--- src/sv/avtplc_pkg.sv ---
package avtplc_pkg;

  // Field widths of the packet header summary and of the result.
  localparam int FRAME_W   = 11;
  localparam int COUNTER_W = 8;
  localparam int LEN_W     = 16;
  localparam int TIME_W    = 32;
  localparam int SAMPLE_W  = 14;
  localparam int WANT_W    = 7;
  localparam int STATUS_W  = 3;
  localparam int LOCK_W    = 4;

  // Step counter of the divider, wide enough for SAMPLE_W steps.
  localparam int DIV_CNT_W = 4;

  // Stream bus widths.
  localparam int IN_TDATA_W  = 72;
  localparam int IN_TUSER_W  = 4;
  localparam int OUT_TDATA_W = 80;
  localparam int OUT_TUSER_W = 5;

  // Ethernet header length with and without a VLAN tag.
  localparam int VLAN_HDR_BYTES  = 18;
  localparam int PLAIN_HDR_BYTES = 14;

  // Bytes of the data length that precede the first audio quadlet.
  localparam int CIP_DATA_OFFSET = 8;

  // Timestamps are registered on every eighth data block.
  localparam int STAMP_PHASE_W = 3;

  typedef enum logic [STATUS_W-1:0] {
    STATUS_OK        = 3'd0,
    STATUS_TOO_SHORT = 3'd1,
    STATUS_CONTROL   = 3'd2,
    STATUS_NO_STREAM = 3'd3,
    STATUS_LOCKING   = 3'd4
  } status_t;

  // Request to the divider.
  typedef struct packed {
    logic                 start;
    logic [SAMPLE_W-1:0]  dividend;
    logic [COUNTER_W-1:0] divisor;
  } div_req_t;

  // Answer from the divider.
  typedef struct packed {
    logic                done;
    logic [SAMPLE_W-1:0] quotient;
  } div_result_t;

endpackage

--- src/sv/avtplc_divider.sv ---
module avtplc_divider (
  input  logic                   clk,
  input  logic                   rst_n,
  input  avtplc_pkg::div_req_t    req,
  output avtplc_pkg::div_result_t result
);

  localparam int DEND_W = avtplc_pkg::SAMPLE_W;
  localparam int DSOR_W = avtplc_pkg::COUNTER_W;
  localparam int CNT_W  = avtplc_pkg::DIV_CNT_W;
  localparam logic [CNT_W-1:0] LAST_STEP = CNT_W'(DEND_W - 1);

  logic              busy_r, busy_nxt;
  logic              done_r, done_nxt;
  logic [CNT_W-1:0]  count_r, count_nxt;
  logic [DEND_W-1:0] quot_r, quot_nxt;
  logic [DSOR_W-1:0] rem_r, rem_nxt;
  logic [DSOR_W-1:0] divisor_r, divisor_nxt;
  logic [DSOR_W:0]   trial;
  logic              fits;

  // One restoring step per cycle: shift in the next dividend bit and
  // subtract the divisor where it fits.
  always_comb begin
    trial     = {rem_r, quot_r[DEND_W-1]};
    fits      = trial >= {1'b0, divisor_r};
    busy_nxt  = busy_r;
    done_nxt  = 1'b0;
    count_nxt = count_r;
    quot_nxt  = quot_r;
    rem_nxt   = rem_r;
    divisor_nxt = divisor_r;
    if (req.start) begin
      busy_nxt    = 1'b1;
      count_nxt   = '0;
      quot_nxt    = req.dividend;
      rem_nxt     = '0;
      divisor_nxt = req.divisor;
    end else if (busy_r) begin
      rem_nxt   = fits ? DSOR_W'(trial - {1'b0, divisor_r}) : trial[DSOR_W-1:0];
      quot_nxt  = {quot_r[DEND_W-2:0], fits};
      count_nxt = count_r + 1'b1;
      if (count_r == LAST_STEP) begin
        busy_nxt = 1'b0;
        done_nxt = 1'b1;
      end
    end
  end

  always_ff @(posedge clk) begin
    if (!rst_n) begin
      busy_r <= 1'b0;
      done_r <= 1'b0;
    end else begin
      busy_r <= busy_nxt;
      done_r <= done_nxt;
    end
    count_r   <= count_nxt;
    quot_r    <= quot_nxt;
    rem_r     <= rem_nxt;
    divisor_r <= divisor_nxt;
  end

  assign result.done     = done_r;
  assign result.quotient = quot_r;

endmodule

--- src/sv/avtp_listener_packet_check.sv ---
// Audio stream listener packet check.
// The input channel carries one beat per received packet: the header fields
// that a parser has already pulled out of the frame. The result channel
// carries one beat per input beat, in order: whether samples are to be
// delivered, a status code, the timestamp to register and the channel,
// stride and sample counts for the sample FIFOs.
// cfg_wr_en with cfg_wr_data sets the number of wanted output channels; the
// user must write it only while idle, which the block does not enforce.
// A packet that is rejected, or handled without a division, passes from the
// evaluation state to the finish state, which fills the output register
// when it is free and returns to idle. While locking with nonzero previous
// samples and counter difference, a division state comes in between, where
// a restoring divider gives the channel count, one quotient bit per cycle.
// in_tready is high only while no packet is under evaluation.
// A finished result sits in the output register; the next packet is
// accepted and evaluated meanwhile, and its result waits until the
// receiver takes the earlier beat.
// Reset clears the lock state, the stored counter and sample count, the
// wanted channel count and out_tvalid, and sets in_tready by going idle.
module avtp_listener_packet_check #(
  parameter int STREAM_HEADER_BYTES = 24,
  parameter int CIP_HEADER_BYTES    = 8,
  parameter int LOCK_THRESHOLD      = 10
) (
  input  logic                               clk,
  input  logic                               rst_n,
  input  logic                               cfg_wr_en,
  input  logic [avtplc_pkg::WANT_W-1:0]      cfg_wr_data,
  input  logic                               in_tvalid,
  output logic                               in_tready,
  // frame_bytes, block_counter, data_length, presentation_time, zero fill
  input  logic [avtplc_pkg::IN_TDATA_W-1:0]  in_tdata,
  // vlan_tagged, control_flag, stream_id_valid, time_valid
  input  logic [avtplc_pkg::IN_TUSER_W-1:0]  in_tuser,
  output logic                               out_tvalid,
  input  logic                               out_tready,
  // stamp_value, push_channels, push_stride, push_samples, zero fill
  output logic [avtplc_pkg::OUT_TDATA_W-1:0] out_tdata,
  // accepted, status, stamp_now
  output logic [avtplc_pkg::OUT_TUSER_W-1:0] out_tuser
);

  localparam int FW = avtplc_pkg::FRAME_W;
  localparam int CW = avtplc_pkg::COUNTER_W;
  localparam int LW = avtplc_pkg::LEN_W;
  localparam int TW = avtplc_pkg::TIME_W;
  localparam int SW = avtplc_pkg::SAMPLE_W;
  localparam int WW = avtplc_pkg::WANT_W;
  localparam int KW = avtplc_pkg::LOCK_W;
  localparam int HDR_FIXED = STREAM_HEADER_BYTES + CIP_HEADER_BYTES;
  localparam logic [KW-1:0] LOCK_LEVEL = KW'(LOCK_THRESHOLD);

  typedef enum logic [3:0] {
    ST_IDLE   = 4'b0001,
    ST_EVAL   = 4'b0010,
    ST_DIV    = 4'b0100,
    ST_FINISH = 4'b1000
  } state_t;

  state_t state_r, state_nxt;

  // Captured packet fields.
  logic [FW-1:0] frame_r;
  logic          vlan_r, control_r, sv_r, tv_r;
  logic [CW-1:0] dbc_r;
  logic [LW-1:0] dlen_r;
  logic [TW-1:0] ptime_r;

  // Stream state and configuration.
  logic [WW-1:0] wanted_r, wanted_nxt;
  logic [CW-1:0] last_counter_r, last_counter_nxt;
  logic [SW-1:0] prev_samples_r, prev_samples_nxt;
  logic [SW-1:0] pay_ch_r, pay_ch_nxt;
  logic [KW-1:0] lock_r, lock_nxt;

  // Pending result.
  logic                    res_accept_r, res_accept_nxt;
  avtplc_pkg::status_t     res_status_r, res_status_nxt;
  logic                    res_stamp_r, res_stamp_nxt;
  logic [TW-1:0]           res_value_r, res_value_nxt;
  logic [SW-1:0]           res_ch_r, res_ch_nxt;
  logic [SW-1:0]           res_stride_r, res_stride_nxt;
  logic [SW-1:0]           res_samples_r, res_samples_nxt;

  // Output register.
  logic                                 out_valid_r, out_valid_nxt;
  logic [avtplc_pkg::OUT_TDATA_W-1:0]   out_data_r, out_data_nxt;
  logic [avtplc_pkg::OUT_TUSER_W-1:0]   out_user_r, out_user_nxt;

  // Evaluation terms.
  logic [FW-1:0] hdr_len;
  logic          too_short;
  logic [CW-1:0] diff;
  logic [LW-1:0] dlen_off;
  logic [SW-1:0] samples;
  logic          locked;
  logic          stamp;
  logic [SW-1:0] min_ch;
  logic          in_beat;

  avtplc_pkg::div_req_t    div_req;
  avtplc_pkg::div_result_t div_res;

  avtplc_divider u_divider (
    .clk    (clk),
    .rst_n  (rst_n),
    .req    (div_req),
    .result (div_res)
  );

  assign in_tready = (state_r == ST_IDLE);
  assign in_beat   = in_tvalid && in_tready;

  // Header length check, counter difference, sample count, lock level, stamp and channel minimum.
  always_comb begin
    hdr_len   = vlan_r ? FW'(avtplc_pkg::VLAN_HDR_BYTES)
                       : FW'(avtplc_pkg::PLAIN_HDR_BYTES);
    too_short = frame_r <= (hdr_len + FW'(HDR_FIXED));
    diff      = dbc_r - last_counter_r;
    dlen_off  = dlen_r - LW'(avtplc_pkg::CIP_DATA_OFFSET);
    samples   = (dlen_r < LW'(avtplc_pkg::CIP_DATA_OFFSET)) ? '0 : dlen_off[LW-1:2];
    locked    = lock_r >= LOCK_LEVEL;
    stamp     = tv_r && (dbc_r[avtplc_pkg::STAMP_PHASE_W-1:0] == '0) && (ptime_r != '0);
    min_ch    = (SW'(wanted_r) < pay_ch_r) ? SW'(wanted_r) : pay_ch_r;
  end

  // Sequencer and state updates.
  always_comb begin
    state_nxt        = state_r;
    wanted_nxt       = cfg_wr_en ? cfg_wr_data : wanted_r;
    last_counter_nxt = last_counter_r;
    prev_samples_nxt = prev_samples_r;
    pay_ch_nxt       = pay_ch_r;
    lock_nxt         = lock_r;
    res_accept_nxt   = res_accept_r;
    res_status_nxt   = res_status_r;
    res_stamp_nxt    = res_stamp_r;
    res_value_nxt    = res_value_r;
    res_ch_nxt       = res_ch_r;
    res_stride_nxt   = res_stride_r;
    res_samples_nxt  = res_samples_r;
    out_valid_nxt    = out_valid_r && !out_tready;
    out_data_nxt     = out_data_r;
    out_user_nxt     = out_user_r;
    div_req.start    = 1'b0;
    div_req.dividend = prev_samples_r;
    div_req.divisor  = diff;

    unique case (state_r)
      ST_IDLE: begin
        if (in_beat) begin
          state_nxt = ST_EVAL;
        end
      end
      ST_EVAL: begin
        // Rejections leave the stream state alone.
        res_accept_nxt  = 1'b0;
        res_stamp_nxt   = 1'b0;
        res_value_nxt   = '0;
        res_ch_nxt      = '0;
        res_stride_nxt  = '0;
        res_samples_nxt = '0;
        state_nxt       = ST_FINISH;
        priority if (too_short) begin
          res_status_nxt = avtplc_pkg::STATUS_TOO_SHORT;
        end else if (control_r) begin
          res_status_nxt = avtplc_pkg::STATUS_CONTROL;
        end else if (!sv_r) begin
          res_status_nxt = avtplc_pkg::STATUS_NO_STREAM;
        end else begin
          last_counter_nxt = dbc_r;
          prev_samples_nxt = samples;
          if (!locked) begin
            res_status_nxt = avtplc_pkg::STATUS_LOCKING;
            if ((prev_samples_r != '0) && (diff != '0)) begin
              div_req.start = 1'b1;
              state_nxt     = ST_DIV;
            end
          end else begin
            res_status_nxt  = avtplc_pkg::STATUS_OK;
            res_accept_nxt  = 1'b1;
            res_stamp_nxt   = stamp;
            res_value_nxt   = stamp ? ptime_r : '0;
            res_ch_nxt      = min_ch;
            res_stride_nxt  = pay_ch_r;
            res_samples_nxt = samples;
          end
        end
      end
      ST_DIV: begin
        // A new or changed channel count restarts the lock run.
        if (div_res.done) begin
          if ((pay_ch_r == '0) || (pay_ch_r != div_res.quotient)) begin
            pay_ch_nxt = div_res.quotient;
            lock_nxt   = KW'(1);
          end else begin
            lock_nxt = lock_r + 1'b1;
          end
          state_nxt = ST_FINISH;
        end
      end
      ST_FINISH: begin
        if (!out_valid_r || out_tready) begin
          out_valid_nxt = 1'b1;
          out_data_nxt  = {6'd0, res_samples_r, res_stride_r, res_ch_r, res_value_r};
          out_user_nxt  = {res_stamp_r, res_status_r, res_accept_r};
          state_nxt     = ST_IDLE;
        end
      end
      default: begin
        state_nxt = ST_IDLE;
      end
    endcase
  end

  always_ff @(posedge clk) begin
    if (!rst_n) begin
      state_r        <= ST_IDLE;
      wanted_r       <= '0;
      last_counter_r <= '0;
      prev_samples_r <= '0;
      pay_ch_r       <= '0;
      lock_r         <= '0;
      out_valid_r    <= 1'b0;
    end else begin
      state_r        <= state_nxt;
      wanted_r       <= wanted_nxt;
      last_counter_r <= last_counter_nxt;
      prev_samples_r <= prev_samples_nxt;
      pay_ch_r       <= pay_ch_nxt;
      lock_r         <= lock_nxt;
      out_valid_r    <= out_valid_nxt;
    end
    res_accept_r  <= res_accept_nxt;
    res_status_r  <= res_status_nxt;
    res_stamp_r   <= res_stamp_nxt;
    res_value_r   <= res_value_nxt;
    res_ch_r      <= res_ch_nxt;
    res_stride_r  <= res_stride_nxt;
    res_samples_r <= res_samples_nxt;
    out_data_r    <= out_data_nxt;
    out_user_r    <= out_user_nxt;
  end

  // Capture the packet fields on the accepted beat.
  always_ff @(posedge clk) begin
    if (in_beat) begin
      frame_r   <= in_tdata[10:0];
      dbc_r     <= in_tdata[18:11];
      dlen_r    <= in_tdata[34:19];
      ptime_r   <= in_tdata[66:35];
      vlan_r    <= in_tuser[0];
      control_r <= in_tuser[1];
      sv_r      <= in_tuser[2];
      tv_r      <= in_tuser[3];
    end
  end

  assign out_tvalid = out_valid_r;
  assign out_tdata  = out_data_r;
  assign out_tuser  = out_user_r;

endmodule

--- config.mk ---
export PLATFORM = sky130hd
export DESIGN_NAME = avtp_listener_packet_check
export DESIGN_NICKNAME = d
export VERILOG_FILES = /design/src/sv/avtplc_pkg.sv /design/src/sv/avtplc_divider.sv /design/src/sv/avtp_listener_packet_check.sv
export SDC_FILE = /design/constraint.sdc
export NUM_CORES = 1
export LEC_CHECK = 0
export ABC_CLOCK_PERIOD_IN_PS = 13100
export BUFFER_PORTS_ARGS = -buffer_cell sky130_fd_sc_hd__buf_2
export CORE_AREA = 5 5 164 166
export CTS_BUF_LIST = sky130_fd_sc_hd__clkbuf_8
export CTS_CLUSTER_DIAMETER = 60
export CTS_CLUSTER_SIZE = 30
export DETAILED_ROUTE_END_ITERATION = 10
export DIE_AREA = 0 0 169 171
export GPL_ROUTABILITY_DRIVEN = 0
export PLACE_DENSITY = 0.79
export SETUP_SLACK_MARGIN = 0.4
export SKIP_CTS_REPAIR_TIMING = 1
export SLEW_MARGIN = 30
export SYNTH_ARGS = -nofsm -noshare
export SYNTH_HDL_FRONTEND = slang
export SYNTH_SLANG_ARGS = --single-unit
--- constraint.sdc ---
create_clock -name clk -period 13.1 [get_ports clk]
set_clock_uncertainty 0.1 [all_clocks]
set_input_delay 0 -clock clk [delete_from_list [all_inputs] [get_ports clk]]
set_output_delay 0 -clock clk [all_outputs]
set_load 0.05 [all_outputs]
==> summary.txt, run 1 <==
Global route
  – First-pass GRT wire length: 34,500 um
  – GR Overflow Total: 0
  – Initial antenna violation count: 2
  – GRT Resource Usage Total: 0.147
  – Pin count of the biggest net entering global routing: 71
  – Vias in the first global route: 6,877

STA
  – Max-slew headroom: 0.387
  – Final setup fails: 0
  – FMAX: between 200 and 300 MHz
  – Period utilization: 0.257
  – Least-Margin Pin Slew: 0.919 ns
  – Final Critical Period: between 3 and 4 ns
  – RSZ-0062 raised after global routing: false
  – Hold Vio Cnt, Final: 0
  – Pins Over Slew Limit: 0
  – Hold slack: about 0.048 ns
  – Sum Neg Setup Slack: 0 ns

Drt
  – WL/cell: 16.2 um
  – First DRT Iteration DRCs: 396
  – DRC errors left: 0
  – Via density: between 5 and 6
  – Routed wire length: 23,500 um
  – Drt first pass iters: 5
  – Total number of vias: 7,309
  – Antenna-violating nets left: 0

Yosys
  – Largest family of logic cells by synthesized area: simple AND/OR/NAND/NOR gates
  – Ys flop type: edfxtp_1
  – Synth unique cells: 62
  – Synth area leader: edfxtp_1
  – Ys async rst share: 0
  – Syn avg cell area: 14.6 um2
  – Register area share after synthesis: 0.714
  – Post-synth EDFFs: approximately 250
  – Synth Warn #: 0
  – Synth top area share: 0.606
  – Adder-cell area share of the yosys netlist: 0.0327
  – Post-Syn Instances: 847
  – Cell Area, Synth: 12,300 um2
  – Mux contribution to synthesized area: 0.0422
  – Simple logic cell fraction of the synthesized area: 0.116
  – Area contributors post-synth: edfxtp_1 61%, dfxtp_1 11%, ha_1 2.9%
  – Synth Area in Compound Gates: 0.0456
  – XOR/XNOR Fraction of Synth Area: 0.0242
  – FF+latch count, synth: roughly 320

Pwr
  – Psw: 413 uW
  – Pleak: approximately 0.0056 uW
  – Combinational share of power: 0.066
  – Pwr/cell area: 120 nW/um2
  – Total power: around 1800 uW
  – Sw frac: 0.231
  – VDD IR-drop max: 88.6 uV
  – Sequential power share: 0.625
  – Clk pwr share: 0.308
  – Internal: between 1000 and 1500 uW

Clock network
  – Clk Latency, worst-skew pair: 0.55 ns
  – Buffer type at the clock tree root: clkbuf_8
  – H-tree levels: 1
  – CTS Sinks: 315
  – CTS max path bufs: 3
  – Num CTS Buffers: 20
  – CTS tree: yes
  – Worst-path clk slew: around 0.14 ns

Floorplanning
  – IO Pins: 175
  – Rows: between 50 and 60
  – Chip Width: 169 um
  – Initial core utilization: 0.484
  – Core Region: 25,500 um2
  – DIE HEIGHT: 171 um
  – Die area: 28,900 um2

Setup path
  – CP arrival: 3.48 ns
  – FF-to-FF End: u_divider.quot_r[9]$_DFFE_PP_
  – R2r startpoint: dbc_r[0]$_DFFE_PP_
  – Crit Path Category: reg2reg
  – CP max FO: 14
  – Crit end category: flop
  – Critical Path Start: dbc_r[0]$_DFFE_PP_
  – Worst endpoint required time: 13.21 ns
  – Worst Setup EP: u_divider.quot_r[9]$_DFFE_PP_
  – R2R Setup Slk: 9.73 ns
  – Worst R2R Path Depth: 11
  – CP Launch Type: flop

Finish
  – # fillers: 1,949
  – Fraction of layout cells with a size suffix above 1: 0.207
  – Layout Nets: 1,222
  – Area Growth Syn to Fin: 21.0%
  – Finished Layout Cells: 1,454

Placement
  – Port Buf Inserts: 161
  – DP Wirelength: 15,400 um
  – Placed Cells incl. Taps: 1,329

Worst hold path
  – Worst min path class: in2reg
  – Worst hold stages: 2

Run status
  – Status: finished clean

Run
  – Max-Cap Viols: 0
## cells in the final DEF (no fill, tap or decap), drive strengths merged, types with 3 or more instances in the layout
cell type and instances:
dlygate4sd3 86, nor4b 4, xor2 19, clkinv 3, o211a 4, mux2i 34
or4 5, mux2 14, o21ai 11, nand4 11, nand3 7, and2 43
dfxtp 66, nand2b 9, clkbuf 21, conb 13, buf 168, xnor2 15
nor2 52, a21oi 24, a31oi 3, edfxtp 249, inv 49, nor3 29
nor2b 36, ha 29, a21boi 13, nor4 18, nor3b 3, o31a 3
nand2 37, a211oi 10, and3 4
## worst max-delay path: stages, from the launching register on
cell and delay, ns:
edfxtp_1 0.44, inv_1 0.08, ha_1 0.15, inv_1 0.05, fa_1 0.39, nand3_1 0.12, and3_1 0.16, nor2_1 0.04
or4_1 0.41, or4_4 0.46, nand3_2 0.15, or2b_1 0.47
## state kept, by name (all words and copies together), names as in the netlist, 3 cells and up
signal               cells
lock_r                   4
last_counter_r           8
res_stride_r            14
ptime_r                 32
pay_ch_r                14
state_r                  4
out_tuser                5
out_tdata               74
res_ch_r                14
res_samples_r           14
dlen_r                  14
wanted_r                 7
u_divider.rem_r          8
frame_r                 11
dbc_r                    8
res_value_r             32
u_divider.count_r        4
res_status_r             3
u_divider.divisor_r      8
prev_samples_r          14
u_divider.quot_r        14
## power groups by stage
stage / clock [uW] / combinational, uW / sequential (uW)
floorplan: 0 / 67.2 / 1140
global placement: 0 / 92.6 / 1140
detailed placement: 0 / 95.5 / 1140
CTS: 567 / 96.1 / 1120
global route: 605 / 131 / 1120
finish: 552 / 119 / 1120
## Yosys cell counts, types with 3 or more instances
cell type  number
nand2_1        37
clkbuf_1       22
and3_1          4
ha_1           29
or4_1           4
o21ai_0        10
nand3_1         6
xor2_1         19
nor4b_1         4
edfxtp_1      249
a21boi_0       13
o211a_1         4
a211oi_1        9
nor4_1         18
and2_1         43
xnor2_1        15
o31a_1          3
nand4_1        11
mux2_4          6
mux2_2          8
nor3_1         29
nor3b_1         3
nor2b_1        36
nand2b_1        8
a21oi_1        23
nor2_1         52
dfxtp_1        66
inv_1          39
buf_4           6
mux2i_1        34
## per-stage QoR
step,utilization,worst slack (ns),instance area (um2)
after floorplan,-,2.00,12400
after global placement,0.530,9.81,13500
after detailed placement,0.531,9.77,13500
after CTS,0.551,9.72,14000
after global routing,0.586,9.54,14900
final,0.586,9.73,14900
## final cells by class
cell class	count	area (um2)	area share
clock inverter	15	221	0.0148
tap	335	419	0.0281
sequential	315	8800	0.590
multi-input combinational	472	3290	0.221
inverter	40	153	0.0102
clock buffer	21	289	0.0194
timing repair buffer	254	1740	0.117
antenna	2	5.00	0.000335
## layer usage
layer / GRT usage / up-vias / wire, um
li1: - / 3577 / -
met1: 0.179 / 3499 / 9200
met2: 0.269 / 189 / 12600
met3: 0.0240 / 44 / 1150
met4: 0.0459 / 0 / 590
met5: 0 / - / 0
## logic make-up (layout without fill, tap and decap cells)
logic type	count (synthesis)	in the layout
xor+xnor	34	34
buf+inv	72	330
flops	315	315
mux	48	48
compound gates	81	81
simple gates	265	265
fa+ha+maj	31	31
other cells	1	15
## how the worst min path moves through the flow
stage,endpoint,slack [ns],from
floorplan,control_r$_DFFE_PP_,-0.001,in_tuser[1]
global placement,frame_r[6]$_DFFE_PP_,0.08,in_tdata[6]
detailed placement,ptime_r[10]$_DFFE_PP_,0.08,in_tdata[45]
CTS,dlen_r[7]$_DFFE_PP_,-0.53,in_tdata[26]
global route,dlen_r[7]$_DFFE_PP_,0.02,in_tdata[26]
finish,ptime_r[10]$_DFFE_PP_,0.05,in_tdata[45]
Note: power is estimated with default switching activity, not from simulation.
==> inputs of run 2 (changes only) <==
ABC_CLOCK_PERIOD_IN_PS = 3530   (was 13100)
clock period = 3.53 ns   (was 13.1 ns; I/O delays follow)
==> run 2 against run 1 <==
Utilization increased by 1.3 points. Sequential cell count stayed put. Non-clock buffer count up 10. Final cell count grew 1.2%. Combinational power rose to 3.9 times the previous value. Critical endpoint is now u_divider.quot_r[13]$_DFFE_PP_. Die area did not move. Largest cell class unchanged. Fmax grew 5.2%. Wire length grew 4.5%. Setup slack lost 9.4 ns. Critical path type unchanged.
==> summary.txt, run 2 (synthesized netlist as in run 1, its figures left out) <==
Clock network
  – CTS max path bufs: 3 (unchanged)
  – Num CTS Buffers: 23 (+15%)
  – CTS Sinks: 315 (unchanged)
  – Clk Latency, worst-skew pair: 0.57 ns (+0.02 ns)
  – H-tree levels: 1 (unchanged)
  – CTS tree: yes
  – Buffer type at the clock tree root: clkbuf_8
  – Worst-path clk slew: 0.14 ns (about the same)

Drt
  – Via density: 5.03 (about the same)
  – Routed wire length: 24,600 um (+4.5%)
  – Antenna-violating nets left: 0 (unchanged)
  – Drt first pass iters: 5 (unchanged)
  – DRC errors left: 0 (unchanged)
  – First DRT Iteration DRCs: 392 (-1.0%)
  – WL/cell: 16.7 um (+3.3%)
  – Total number of vias: 7,396 (+1.2%)

Finish
  – Finished Layout Cells: 1,471 (+1.2%)
  – # fillers: 1,915 (-1.7%)
  – Largest register FFs: 74 (unchanged)
  – Most common cell after layout, fill and taps aside: edfxtp_1
  – Fraction of layout cells with a size suffix above 1: 0.235 (+0.0284)
  – Layout Nets: 1,238 (+1.3%)
  – Area Growth Syn to Fin: 23.6%
  – Layout Utilization: 0.598 (+0.0125)
  – Commonest non-fill, non-tap cells in the layout: 249 x edfxtp_1, 161 x buf_2, 90 x dlygate4sd3_1

Setup path
  – CP arrival: 3.43 ns (-0.05 ns)
  – CP max FO: 7 (-7)
  – CP Launch Type: flop
  – Crit Path Category: reg2reg
  – Worst endpoint required time: 3.75 ns (-9.46 ns)
  – Crit end category: flop

Global route
  – Pin count of the biggest net entering global routing: 71 (unchanged)
  – Initial antenna violation count: 1 (-1)
  – GR Overflow Total: 0 (unchanged)
  – GRT Resource Usage Total: 0.149 (+0.00235)
  – Vias in the first global route: 6,949 (+1.0%)
  – First-pass GRT wire length: 35,000 um (+1.4%)

STA
  – FMAX: 312 MHz (+5.2%)
  – Period utilization: 0.908 (+0.651)
  – Sum Neg Setup Slack: 0 ns (unchanged)
  – RSZ-0062 raised after global routing: true
  – Hold Vio Cnt, Final: 0 (unchanged)
  – Least-Margin Pin Slew: 0.844 ns (-0.0753 ns)
  – Final Critical Period: 3.21 ns (-0.166 ns)
  – Max-slew headroom: 0.437 (+0.0502)
  – Final setup fails: 0 (unchanged)
  – Pins Over Slew Limit: 0 (unchanged)

Floorplanning
  – Core Region: 25,500 um2 (unchanged)
  – Initial core utilization: 0.484 (unchanged)
  – DIE HEIGHT: 171 um (unchanged)
  – IO Pins: 175 (unchanged)
  – Rows: 59 (unchanged)
  – Die area: 28,900 um2 (unchanged)
  – Chip Width: 169 um (unchanged)

Pwr
  – VDD IR-drop max: 447 uV (+400%)
  – Pwr/cell area: 452 nW/um2 (+280%)
  – Pleak: 0.00575 uW (+2.6%)

Placement
  – Placed Cells incl. Taps: 1,332 (+0.23%)
  – DP Wirelength: 15,500 um (+0.57%)
  – Port Buf Inserts: 161 (unchanged)

Run status
  – Status: finished clean

Worst hold path
  – Worst min path class: in2reg

Run
  – Max-Cap Viols: 0 (unchanged)
==> run 2: cell types whose count changed in the layout (fill, tap and decap cells not counted), sizes merged <==
cell,before,now
buf,168,174
clkinv,3,7
dlygate4sd3,86,90
clkbuf,21,23
diode,2,1
inv,49,50
or2b,1,2
==> run 2: layout make-up <==
type                            count  area, um2  area share
Tap cell                          335        419      0.0275
Timing Repair inverter              2       17.5     0.00115
Inverter                           40        163      0.0107
Timing Repair Buffer              264       1820       0.119
Antenna cell                        1       2.50    0.000164
Multi-Input combinational cell    473       3400       0.223
Sequential cell                   315       8800       0.577
Clock buffer                       23        317      0.0208
Clock inverter                     18        300      0.0197
==> run 2: through the flow <==
step | total power (uW) | hold slack [ns] | instance area, um2 | setup slack [ns]
final | 6890 | 0.0399 | 15200 | 0.324
after global routing | 7160 | 0.00110 | 15200 | 0.234
after CTS | 6850 | -0.529 | 14200 | 0.139
after detailed placement | 4590 | 0.0781 | 13600 | 0.145
after global placement | 4580 | 0.0771 | 13600 | 0.273
after floorplan | 4480 | -0.00113 | 12500 | -1.00
==> run 2: final timing paths <==
kind	to	slack [ns]	startpoint	depth (start not counted)
max reg2reg	u_divider.quot_r[13]$_DFFE_PP_	0.32	dbc_r[0]$_DFFE_PP_	11
max	u_divider.quot_r[13]$_DFFE_PP_	0.32	dbc_r[0]$_DFFE_PP_	11
min reg2reg	out_tuser[2]$_DFFE_PP_	0.33	res_status_r[1]$_SDFFCE_PP0N_	0
min	ptime_r[13]$_DFFE_PP_	0.04	in_tdata[48]	2
==> run 2: routing by layer <==
layer  vias up  wire [um]  GRT usage  part of all wire
met1      3556       9630      0.178              0.39
met4         0        635     0.0462             0.026
met3        49       1140     0.0238             0.047
met5         -          0          0                 0
met2       175      13200      0.277              0.54
li1       3616          -          -                 -
==> run 2: power breakdown <==
group | internal, uW | total (uW) | switching [uW]
clock | 903 | 2280 | 1380
sequential | 4090 | 4150 | 58.5
combinational | 222 | 460 | 238
total | 5220 | 6890 | 1680
==> run 2: worst max-delay path, stage by stage, from the launching register on <==
cell and delay, ns:
edfxtp_1 0.44, inv_2 0.10, ha_4 0.14, inv_2 0.04, fa_2 0.36, nand3_2 0.10, and3_4 0.18, nor2_2 0.03
or4_1 0.40, or4_4 0.46, nand3_4 0.20, or2b_2 0.41
